## config.mk

```make
export PLATFORM = sky130hd
export DESIGN_NAME = ptt_cell
export DESIGN_NICKNAME = d
export VERILOG_FILES = /design/src/rtl/core/ptt_pkg.sv /design/src/rtl/core/ptt_cell.sv
export SDC_FILE = /design/constraint.sdc
export NUM_CORES = 1
export LEC_CHECK = 0
export BUFFER_PORTS_ARGS = -buffer_cell sky130_fd_sc_hd__buf_4
export CAP_MARGIN = 20
export CORE_MARGIN = 5
export CORE_UTILIZATION = 52
export DETAILED_ROUTE_END_ITERATION = 8
export HOLD_SLACK_MARGIN = 0.02
export PLACE_DENSITY = 0.81
export SYNTH_ARGS = -nofsm -noshare
export SYNTH_HDL_FRONTEND = slang
export SYNTH_SLANG_ARGS = --single-unit
export TNS_END_PERCENT = 1
```

## constraint.sdc

```tcl
create_clock -name clk_i -period 4.9 [get_ports clk_i]
set_input_delay 0.245 -clock clk_i [delete_from_list [all_inputs] [get_ports clk_i]]
set_output_delay 0.245 -clock clk_i [all_outputs]
set_load 0.02 [all_outputs]
```

## src/rtl/core/ptt_pkg.sv

```systemverilog
package ptt_pkg;

  localparam int unsigned NumSlotsDef = 16;
  localparam int unsigned SlotW = 4;
  localparam int unsigned TimeW = 64;
  localparam int unsigned CountW = 32;
  localparam int unsigned VisW = 5;

  typedef enum logic [2:0] {
    OP_ADD    = 3'd0,
    OP_REMOVE = 3'd1,
    OP_SET    = 3'd2,
    OP_GET    = 3'd3,
    OP_TICK   = 3'd4
  } opcode_e;

  typedef enum logic [1:0] {
    ST_IDLE,
    ST_SCAN,
    ST_DONE
  } state_e;

  // Control broadcast from the sequencer to every cell
  typedef struct packed {
    logic                cmd_add;
    logic                cmd_remove;
    logic                cmd_set;
    logic                tick_start;
    logic                tick_end;
    logic [TimeW-1:0]    period;
    logic [TimeW-1:0]    due_time;
    logic [TimeW-1:0]    now_time;
  } cell_ctrl_t;

  // Token that travels along the chain of cells during a tick scan
  typedef struct packed {
    logic                act;
    logic [SlotW-1:0]    idx;
  } scan_tok_t;

endpackage

```

## src/rtl/core/ptt_cell.sv

```systemverilog
module ptt_cell (
  input  logic                 clk_i,
  input  logic                 rst_ni,
  input  ptt_pkg::cell_ctrl_t  ctrl_i,
  input  logic                 sel_i,
  input  logic                 alloc_i,
  input  logic                 scan_i,
  output logic                 valid_o,
  output logic                 marked_o,
  output logic                 fire_o,
  output logic [ptt_pkg::CountW-1:0] count_o,
  output logic [ptt_pkg::TimeW-1:0]  period_o,
  output logic [ptt_pkg::TimeW-1:0]  due_o,
  output logic                 scan_o
);
  import ptt_pkg::*;

  logic valid_q, valid_d, marked_q, marked_d;
  logic [TimeW-1:0] period_q, period_d, due_q, due_d;
  logic [CountW-1:0] count_q, count_d;
  logic scan_q;
  logic hit;

  // Fire when the scan token sits here and due time is reached
  assign hit = scan_i && valid_q && (ctrl_i.now_time >= due_q);

  always_comb begin
    valid_d = valid_q;
    marked_d = marked_q;
    period_d = period_q;
    due_d = due_q;
    count_d = count_q;
    if (alloc_i) begin
      valid_d = 1'b1;
      marked_d = 1'b0;
      period_d = ctrl_i.period;
      due_d = ctrl_i.due_time;
      count_d = '0;
    end
    if (sel_i && ctrl_i.cmd_remove) marked_d = 1'b1;
    if (sel_i && ctrl_i.cmd_set) begin
      period_d = ctrl_i.period;
      if (ctrl_i.due_time != '0) due_d = ctrl_i.due_time;
    end
    if (hit) begin
      count_d = count_q + CountW'(1);
      due_d = due_q + period_q;
    end
    // Free marked slots at the end of the scan
    if (ctrl_i.tick_end && marked_q) begin
      valid_d = 1'b0;
      marked_d = 1'b0;
    end
  end

  always_ff @(posedge clk_i or negedge rst_ni) begin
    if (!rst_ni) begin
      valid_q <= 1'b0;
      marked_q <= 1'b0;
      scan_q <= 1'b0;
    end else begin
      valid_q <= valid_d;
      marked_q <= marked_d;
      scan_q <= scan_i;
    end
  end

  always_ff @(posedge clk_i) begin
    period_q <= period_d;
    due_q <= due_d;
    count_q <= count_d;
  end

  assign valid_o = valid_q;
  assign marked_o = marked_q;
  assign fire_o = hit;
  assign count_o = count_q + CountW'(1);
  assign period_o = period_q;
  assign due_o = due_q;
  assign scan_o = scan_q;

endmodule

```

Yosys cells after proc, flatten, opt, wreduce, memory -nomap -nowiden
Index checks and enable logic that the tools add are counted.

Muxes and demuxes: 13. $add $sub $neg: 2. Reductions and logical operators: 10. Order comparisons: 1.

Operators with widths (count): $mux 64 (6); $add 64x64->64 (1); $ge 64x64->1 (1); $mux 32 (2); $reduce_bool 64->1 (1); $add 32x1->32 const B (1); $reduce_bool 2->1 (3); $logic_and 1x1->1 (5); $mux 1 (5); $reduce_bool 3->1 (1).

Flip-flop bits (word level): 163. Word-level logic and storage cells: 32. Bits of input ports: 202. Output and inout bits: 164.

Longest topological paths before layout
Gate-level depths: netlist of run 1.

Depth after elaboration: 4. Gate-level depth with buffers: 13. Gate-level depth less buffers: 12.

Worst setup path after synthesis of run 1
Ideal clock, no wire load.

Kind: flip-flop to flip-flop. Start point: register due_q[27] (netlist: due_o[27]). End point: register count_q[0], enable pin. Arrival: 3.175 ns. Slack: 1.246 ns. Buffers on the path: 3. Required time: 4.421 ns. Cell stages (with the launch flop): 14. Period minus slack after synthesis: 3.654 ns. Library setup time: 0.479 ns. Path through: dfxtp_1 -> inv_1 -> ha_1 -> a21oi_1 -> o21ai_0 -> a221o_1 -> a211o_1 -> o31ai_1 -> a21oi_1 -> nor2_1 -> buf_2 -> buf_2 -> buf_2 -> nand2_1.

Cells in the longest elaborated chain, start to end: 3.

Ends and longest elaborated chain: start, declared (line ptt_cell.sv:19) `logic [TimeW-1:0] period_q, period_d, due_q, due_d;`; start signal, assigned (line ptt_cell.sv:70) `due_q <= due_d;`; $ge 64x64->1 (line ptt_cell.sv:25) `assign hit = scan_i && valid_q && (ctrl_i.now_time >= due_q);`; $logic_and 1x1->1 (line ptt_cell.sv:25); $reduce_bool 2->1 (no source line); end signal, assigned (line ptt_cell.sv:71) `count_q <= count_d;`; end, declared (line ptt_cell.sv:20) `logic [CountW-1:0] count_q, count_d;`.

Every way passes these cells. A chain may end at the register's enable or synchronous reset.

Worst setup path after layout of run 1
Start point: register due_q[0] (netlist: due_o[0]). End point: register due_q[62] (netlist: due_o[62]).

Cells in the longest elaborated chain, start to end: 3. Elaborated cells between the ends (all ways): 4. Those cells by class: add/sub (1); order compare (1); mux (1); reduce/logical (1).

Ends and longest elaborated chain: $ge 64x64->1 (line ptt_cell.sv:25); $logic_and 1x1->1 (line ptt_cell.sv:25); $mux 64 * (line ptt_cell.sv:45) `if (hit) begin`; via due_d[62] (line ptt_cell.sv:19).

The timed path passes the listed nets; every way through them passes the cells marked *.

==> results of run 1 <==
## power by group
part	internal (W)	switching [W]	total [W]
clock network	0.000822	0.000657	0.00148
registers	0.00186	0.000340	0.00220
logic	0.00232	0.00341	0.00573
total	0.00501	0.00440	0.00941
## worst max-delay path, stage by stage, from the launching register on
cell and delay (ns):
sky130_fd_sc_hd__dfxtp_1 0.40, sky130_fd_sc_hd__ha_1 0.23, sky130_fd_sc_hd__inv_1 0.07, sky130_fd_sc_hd__fa_1 0.38, sky130_fd_sc_hd__nand2b_1 0.20, sky130_fd_sc_hd__a21oi_1 0.44, sky130_fd_sc_hd__o311ai_0 0.30, sky130_fd_sc_hd__a211oi_1 0.65
sky130_fd_sc_hd__o21ai_1 0.21, sky130_fd_sc_hd__a311oi_1 0.51, sky130_fd_sc_hd__o211ai_1 0.19, sky130_fd_sc_hd__a21boi_0 0.21, sky130_fd_sc_hd__o31ai_1 0.09
## area by class of cell
| class | instances | area, um^2 |
|---|---|---|
| clock inverters | 14 | 190 |
| flip-flops and latches | 163 | 4240 |
| fillers | 1711 | 6480 |
| repair buffers | 437 | 3450 |
| well taps | 285 | 357 |
| inverters | 89 | 334 |
| clock buffers | 18 | 429 |
| multi-input cells | 1069 | 7150 |
| diodes | 3 | 7.51 |
## logic make-up (layout without fill, tap and decap cells)
kind of cell	Yosys count	in the layout	synth area share, %
buf+inv	149	558	4.88
simple gates	439	439	17.8
compound gates	394	394	20.2
mux	24	24	2.01
xor+xnor	83	83	6.08
other cells	0	3	0
flops	163	163	35.5
fa+ha+maj	129	129	13.6
## stage by stage
stage               setup slack [ns]  cell area [um^2]  utilization [%]  power, W  hold WS [ns]
global route                   0.731             16200             71.4    0.0101        0.0944
finish                         0.900             16200             71.4   0.00941        0.0895
floorplan                       1.25             12000                -   0.00606       -0.0506
detailed placement              1.05             14900             65.6   0.00776        0.0411
CTS                            0.944             16200             71.3   0.00932        0.0804
global placement                1.19             14900             65.6   0.00764        0.0381
## final timing paths
kind | startpoint | endpoint | slack [ns] | depth (start not counted)
worst max-delay path | due_o[0] | due_o[62] | 0.90 | 12
worst max register to register | due_o[0] | due_o[62] | 0.90 | 12
worst min-delay path | ctrl_i[73] | due_o[9] | 0.09 | 3
max in group asynchronous | rst_ni | valid_o | 4.66 | 2
min in group asynchronous | rst_ni | marked_o | 0.15 | 2
worst min register to register | marked_o | valid_o | 0.53 | 1
## flip-flops by register name, summed over array words and instances (netlist names)
| register | flops |
|---|---|
| count_q | 32 |
| due_o | 64 |
| marked_o | 1 |
| period_o | 64 |
| scan_o | 1 |
| valid_o | 1 |
## cells in the final DEF, fill, tap and decap left out, drive strengths merged, types with 39 or more instances in the layout
cell type    netlist  routed
xnor2             43      43
edfxtp            96      96
buf               19     370
dfxtp             64      64
o21ai             54      54
a21oi            197     197
inv               89      96
nor2             154     154
nand2             83      83
ha               128     128
nand4             39      39
xor2              40      40
a21o              39      39
dlygate4sd3        0      67
## layer usage
metal | up-vias | share of wire [%]
met3 | 102 | 8.2
met4 | 0 | 4.4
li1 | 5793 | -
met1 | 5627 | 40
met2 | 612 | 47
met5 | - | 0
## timing repair
item | CTS | global route
hold buffers | 67 | 0
endpoints found under the setup margin | 0 | 0
endpoints found under the hold margin | 70 | 0
==> results summary, run 1 <==
The core outline area came out at 22600 um^2. Routability-driven placement finished with a final weighted congestion of just under 1. STA classifies the critical path endpoint as a register.

The initial detailed-routing violation count came out at approximately 1.1k. The die span in y came out at roughly 160 um. Data on the critical path arrives at its endpoint at between 4 and 5 ns. After global routing, the most crowded layer is met2. The largest fanout on the critical path came out at 5. The post-CTS setup buffer count is 0. The fraction of met1 tracks used by global routing is slightly below 40%. The post-cts gate resize count came out at 0. The port buffer count came out at approximately 360.

Setup repair after global routing left no endpoint under its margin. After synthesis, flip-flops and latches occupy 35.5% of the total area. The worst pin sits at a relative slew slack of about 41%. The final count of negative-setup-slack endpoints is 0.

The number of sinks on the clock net is roughly 160. In the post-synthesis netlist, the biggest area contributors are sky130_fd_sc_hd__edfxtp_1, sky130_fd_sc_hd__ha_1, sky130_fd_sc_hd__dfxtp_1. The top achievable clock speed is 0.250 GHz.

After detailed placement, the design holds a cell count of around 2k. From synthesis to final layout, the design area changed by 35.2%. The post-synth net total is about 1.7k.

The most used flip-flop cell after synthesis is sky130_fd_sc_hd__edfxtp_1. The hold violation total from the final report was 0. The path class of the tightest hold or removal check is input port to register.

The final global-route overflow total is 0. The cell with the most instances after synthesis is sky130_fd_sc_hd__a21oi_1. The combined global-route utilization of all metal layers came out at 30.4%. The count of pins over their slew limit came out at 0. The initial antenna violation count is 2. The synthesized design spends more area on one cell type than any other, namely sky130_fd_sc_hd__edfxtp_1. The number of nets in the finished design is 2108. The worst setup path is launched from a register. The slew of the pin with the lowest slew margin is between 0.8 and 0.9 ns. The unique cell type count in the Yosys netlist is 67. The time the worst path needs with I/O delays and setup came out at around 4.0 ns. The clock transition at the registers of the reported paths came out at roughly 0.070 ns. The synthesized area per cell is between 8 and 9 um^2. The area share of the leading cell type in the synthesized netlist is roughly a quarter. Once detail routing completed, the nets flagged for antenna violations numbered 0.

For this run, the number of Yosys warnings is 0. The level count of the clock H-tree came out at 4. After floorplanning, the core was divided into 55 placement rows.

The count of unresolved DRC violations after routing is 0. The max-capacitance violation count came out at 0. The peak ir drop on the vdd network came out at roughly 0.28 mV. The global-route wire length before repair is between 60000 and 70000 um. The wire length per cell after detailed routing came out at approximately 20 um. The power density over the cells is 582 nW/um^2. The pre-antenna-repair detailed-routing pass consisted of 8 iterations. TritonCTS built the clock tree. The synthesized netlist occupies a cell area of around 12000 um^2. Cells with a size suffix above 1 make up a little under a quarter of the layout. Adding up every negative setup slack in the final design gives 0 ns. Detailed routing inserted a total of around 12k vias. The longest clock path from root to sink contains 2 buffers.

Ranked by instance count, the synthesized netlist is headed by sky130_fd_sc_hd__a21oi_1, sky130_fd_sc_hd__nor2_1, sky130_fd_sc_hd__ha_1, sky130_fd_sc_hd__edfxtp_1, sky130_fd_sc_hd__inv_1. The flow ran to the end, and the final reports show no timing, DRC or antenna violations. The fraction of the cycle the final worst path needs is about four fifths. The total length of routed wires is approximately 41000 um.

The fraction of registers with async set/reset is 1.84%. The number of buffers inserted during clock tree synthesis is 17. The cell count after synthesis came out at 1381.

The pin count of the biggest net entering global routing came out at 87. The register bit total from synthesis is approximately 160. The starting utilization of the core area came out at around 53%. The synthesized design contains 96 enable-type register cells.

The CTS root buffer is sky130_fd_sc_hd__clkbuf_16. The number of global-route vias before repair came out at ~12k. The routing usage on met2 came out at roughly 50%. At the worst endpoint, the required time is 5.20 ns. The floorplan die area came out at roughly 26000 um^2.

In this run the static leakage power is 7.54 nW. The wire-length estimate of the detail-placed layout is around 32000 um. The chip width is 162 um. The clock latency reported for the late side of the worst-skew pair came out at 0.45 ns. The critical path is of the register to register type. The count of non-filler cells in the finished layout came out at 2078. The mean number of vias per cell is just under 6. The final clock skew is ~0.013 ns. The total I/O pin count came out at approximately 370. The met3 usage in global routing is 5.77%.
No activity file was read; power rests on OpenSTA's default activity.
==> run 2: changes to the inputs <==
==> constraint.sdc (replaced) <==
create_clock -name clk_i -period 4.2 [get_ports clk_i]
set_input_delay 0.21 -clock clk_i [delete_from_list [all_inputs] [get_ports clk_i]]
set_output_delay 0.21 -clock clk_i [all_outputs]
set_load 0.02 [all_outputs]
==> results summary, run 2 (same netlist as run 1, synthesis figures left out) <==
The peak ir drop on the vdd network came out at 0.349 mV (+25%). The count of pins over their slew limit came out at 0 (unchanged). The library cells used most frequently in the layout, excluding fill and tap cells, are sky130_fd_sc_hd__buf_4, sky130_fd_sc_hd__a21oi_1, sky130_fd_sc_hd__nor2_1. The utilization after layout is 71.4% (+0.072 points). The level count of the clock H-tree came to 4 (unchanged).

Setup repair after global routing left no endpoint under its margin. The part of the power in registers is 23.4% (about the same). The sum of net half-perimeters after detailed placement came out at 32400 um (+1.1%). The max-capacitance violation count is 0 (unchanged). The global-route layer with the greatest usage is met2. The global-route wire length before repair came to 64000 um (+1.0%).

The final clock skew came out at 0.0147 ns (+0.00139 ns). The final count of negative-setup-slack endpoints came to 0 (unchanged). TritonCTS built the clock tree. The summed area of non-filler cells in the final layout is 16200 um^2 (+0.10%). The placed standard-cell area is 14900 um^2 (+0.10%).

The worst slew margin relative to its limit came out at 35.9% (-5.4 points). The fraction of the cycle the final worst path needs is 95.0% (+13 points). The slowest stage of the critical path belongs to the cell sky130_fd_sc_hd__a211oi_1. The clock latency reported for the late side of the worst-skew pair is 0.43 ns (-0.02 ns). The initial detailed-routing violation count is 1099 (+0.92%).

The switching power total came to 0.00515 W (+17%). The top achievable clock speed came out at 0.251 GHz (+0.28%). The kind of start point of the critical path is a register.

The internal power consumption came out at 0.00585 W (+17%). The layout filler cell count was 1697 (-0.82%). The count of non-filler cells in the finished layout came out at 2077 (-0.048%). The placer congestion estimate is 0.958 (-0.33%). The final global-route overflow total is 0 (unchanged). The port buffer count is 363 (unchanged). The maximum cell stage delay along the critical path came to 0.65 ns (about the same). STA classifies the critical path endpoint as a register. The number of antenna diodes came out at 0 (-3). The buffering stage count on the worst path with inverters included is 1 (unchanged). The number of nets in the finished design is 2110 (+0.095%). The arrival time at the worst endpoint was 4.33 ns (+0.02 ns). The type of the tightest min-delay check is input port to register. The critical path goes through ha_1, inv_1, fa_1, nand2b_1, a21oi_1, o311ai_0, a211oi_1, o21ai_1, a311oi_1, o211ai_1, nor3b_1, o31ai_1. The power density over the cells is 680 nW/um^2 (+17%). The cell total after placement came out at 1978 (+0.10%). The post-route antenna net violation count is 0 (unchanged). The switching part of the total power was 46.8% (about the same).

The initial antenna violation count is 0 (-2). The fraction of met1 tracks used by global routing was 37.7% (-0.99 points). The combined global-route utilization of all metal layers is 30.8% (+0.43 points).

The root buffer cell chosen for the clock tree is sky130_fd_sc_hd__clkbuf_16. The leakage power summed over all cells was 7.56 nW (+0.20%). The slew of the pin with the lowest slew margin came out at 0.961 ns (+0.0886 ns). The number of sinks on the clock net came out at 163 (unchanged). The met3 usage in global routing is 7.25% (+1.5 points). The critical path in this run is classified as register to register.

The chip width came out at 162 um (unchanged). The wire length per cell after detailed routing is 20.2 um (+1.9%). From synthesis to final layout, the design area changed by 35.3%. The total I/O pin count is 366 (unchanged). The count of standard-cell rows came out at 55 (unchanged). The data required time at the worst endpoint is 4.54 ns (-0.66 ns). The core outline area came out at 22600 um^2 (unchanged). The floorplan die area is 26100 um^2 (unchanged). The via count came out at 12.3k (+1.2%). Leaving out fill and tap cells, the most frequent cell in the layout is sky130_fd_sc_hd__buf_4. The post-CTS setup buffer count came to 0 (unchanged). The length of the first detailed-routing pass in iterations came out at 6 (-2). The number of buffers inserted during clock tree synthesis is 17 (unchanged). The routing usage on met2 came out at 52.8% (+2.5 points). The time the worst path needs with I/O delays and setup is 3.99 ns (-0.0111 ns).

The part of the power in the clock network is 15.4% (-0.3 points). The flow ran to the end, and the final reports show no timing, DRC or antenna violations. The hold violation total from the final report was 0 (unchanged). The aggregate negative setup slack was 0 ns (unchanged). The starting utilization of the core area is 52.8% (unchanged). The total length of routed wires is 42000 um (+1.8%). The proportion of layout cells with a drive suffix above 1 was 23.7% (+0.029 points). The die span in y was 162 um (unchanged). The post-cts gate resize count is 0 (unchanged). Among cell families on the critical path, the largest total delay comes from compound AO/OA/AOI/OAI gates. The clock transition at the registers of the reported paths is 0.07 ns (about the same). The number of global-route vias before repair is 11.9k (-0.16%).

The largest fanout on the critical path came to 5 (unchanged). The mean number of vias per cell came to 5.91 (+1.2%). The pin count of the biggest net entering global routing is 94 (+8.0%). The count of unresolved DRC violations after routing is 0 (unchanged). The maximum number of buffers from clock root to sink came to 2 (unchanged). The part of the total power dissipated in combinational logic came out at 61.2% (+0.3 points). The total power of the final layout came to 0.0110 W (+17%).
run 2: cell types whose count changed in the layout (fill, tap and decap cells not counted), sizes merged:
cell,change
clkbuf,-1
clkinv,+7
clkinvlp,-2
inv,-4
buf,+2
diode,-3
run 2: what timing repair did:
| action | CTS | global route |
|---|---|---|
| hold endpoints to repair | 70 | 0 |
| endpoints found under the setup margin | 0 | 0 |
| hold buffers | 67 | 0 |
run 2: tightest hold or removal path, delay by kind of cell:
kind	cells	cell delay [ns]
muxes	1	0.11
buffers and inverters	1	0.08
AOI/OAI and AO/OA	1	0.05
run 2: layout make-up:
type                       count  area (um^2)  share of cell area (%)
multi-input combinational   1069         7150                    44.2
tap                          285          357                    2.20
sequential                   163         4240                    26.2
clock inverter                15          203                    1.25
timing repair buffer         439         3460                    21.4
clock buffer                  17          425                    2.63
inverter                      89          334                    2.07
run 2: routing by layer:
layer	part of all wire [%]	up-vias	routed length [um]
li1	-	5816	-
met1	38	5705	16100
met2	48	648	20100
met3	9.6	107	4030
met4	4.0	0	1670
met5	0	-	0
run 2: stage by stage:
step                setup slack (ns)  hold slack (ns)
floorplan                      0.546          -0.0856
global placement               0.501          0.00341
detailed placement             0.368       -0.0000544
CTS                            0.310           0.0455
global route                  0.0230           0.0448
finish                         0.211           0.0586
run 2: path summary, 6_finish.rpt:
| check | startpoint | slack (ns) | depth (start not counted) | endpoint |
|---|---|---|---|---|
| setup / recovery | due_o[0] | 0.21 | 12 | due_o[62] |
| hold / removal | ctrl_i[100] | 0.06 | 3 | due_o[36] |
| setup reg to reg | due_o[0] | 0.21 | 12 | due_o[62] |
| hold reg to reg | marked_o | 0.52 | 1 | valid_o |
| max in group asynchronous | rst_ni | 4.00 | 2 | valid_o |
| min in group asynchronous | rst_ni | 0.11 | 2 | scan_o |
run 2: power by group through the flow:
stage	sequential (W)	clock, W	combinational (W)
2_1_floorplan	0.00296	0	0.00411
3_3_place_gp	0.00258	0	0.00635
3_5_place_dp	0.00260	0	0.00649
4_1_cts	0.00257	0.00171	0.00661
5_1_grt	0.00263	0.00179	0.00734
6_report	0.00257	0.00169	0.00673
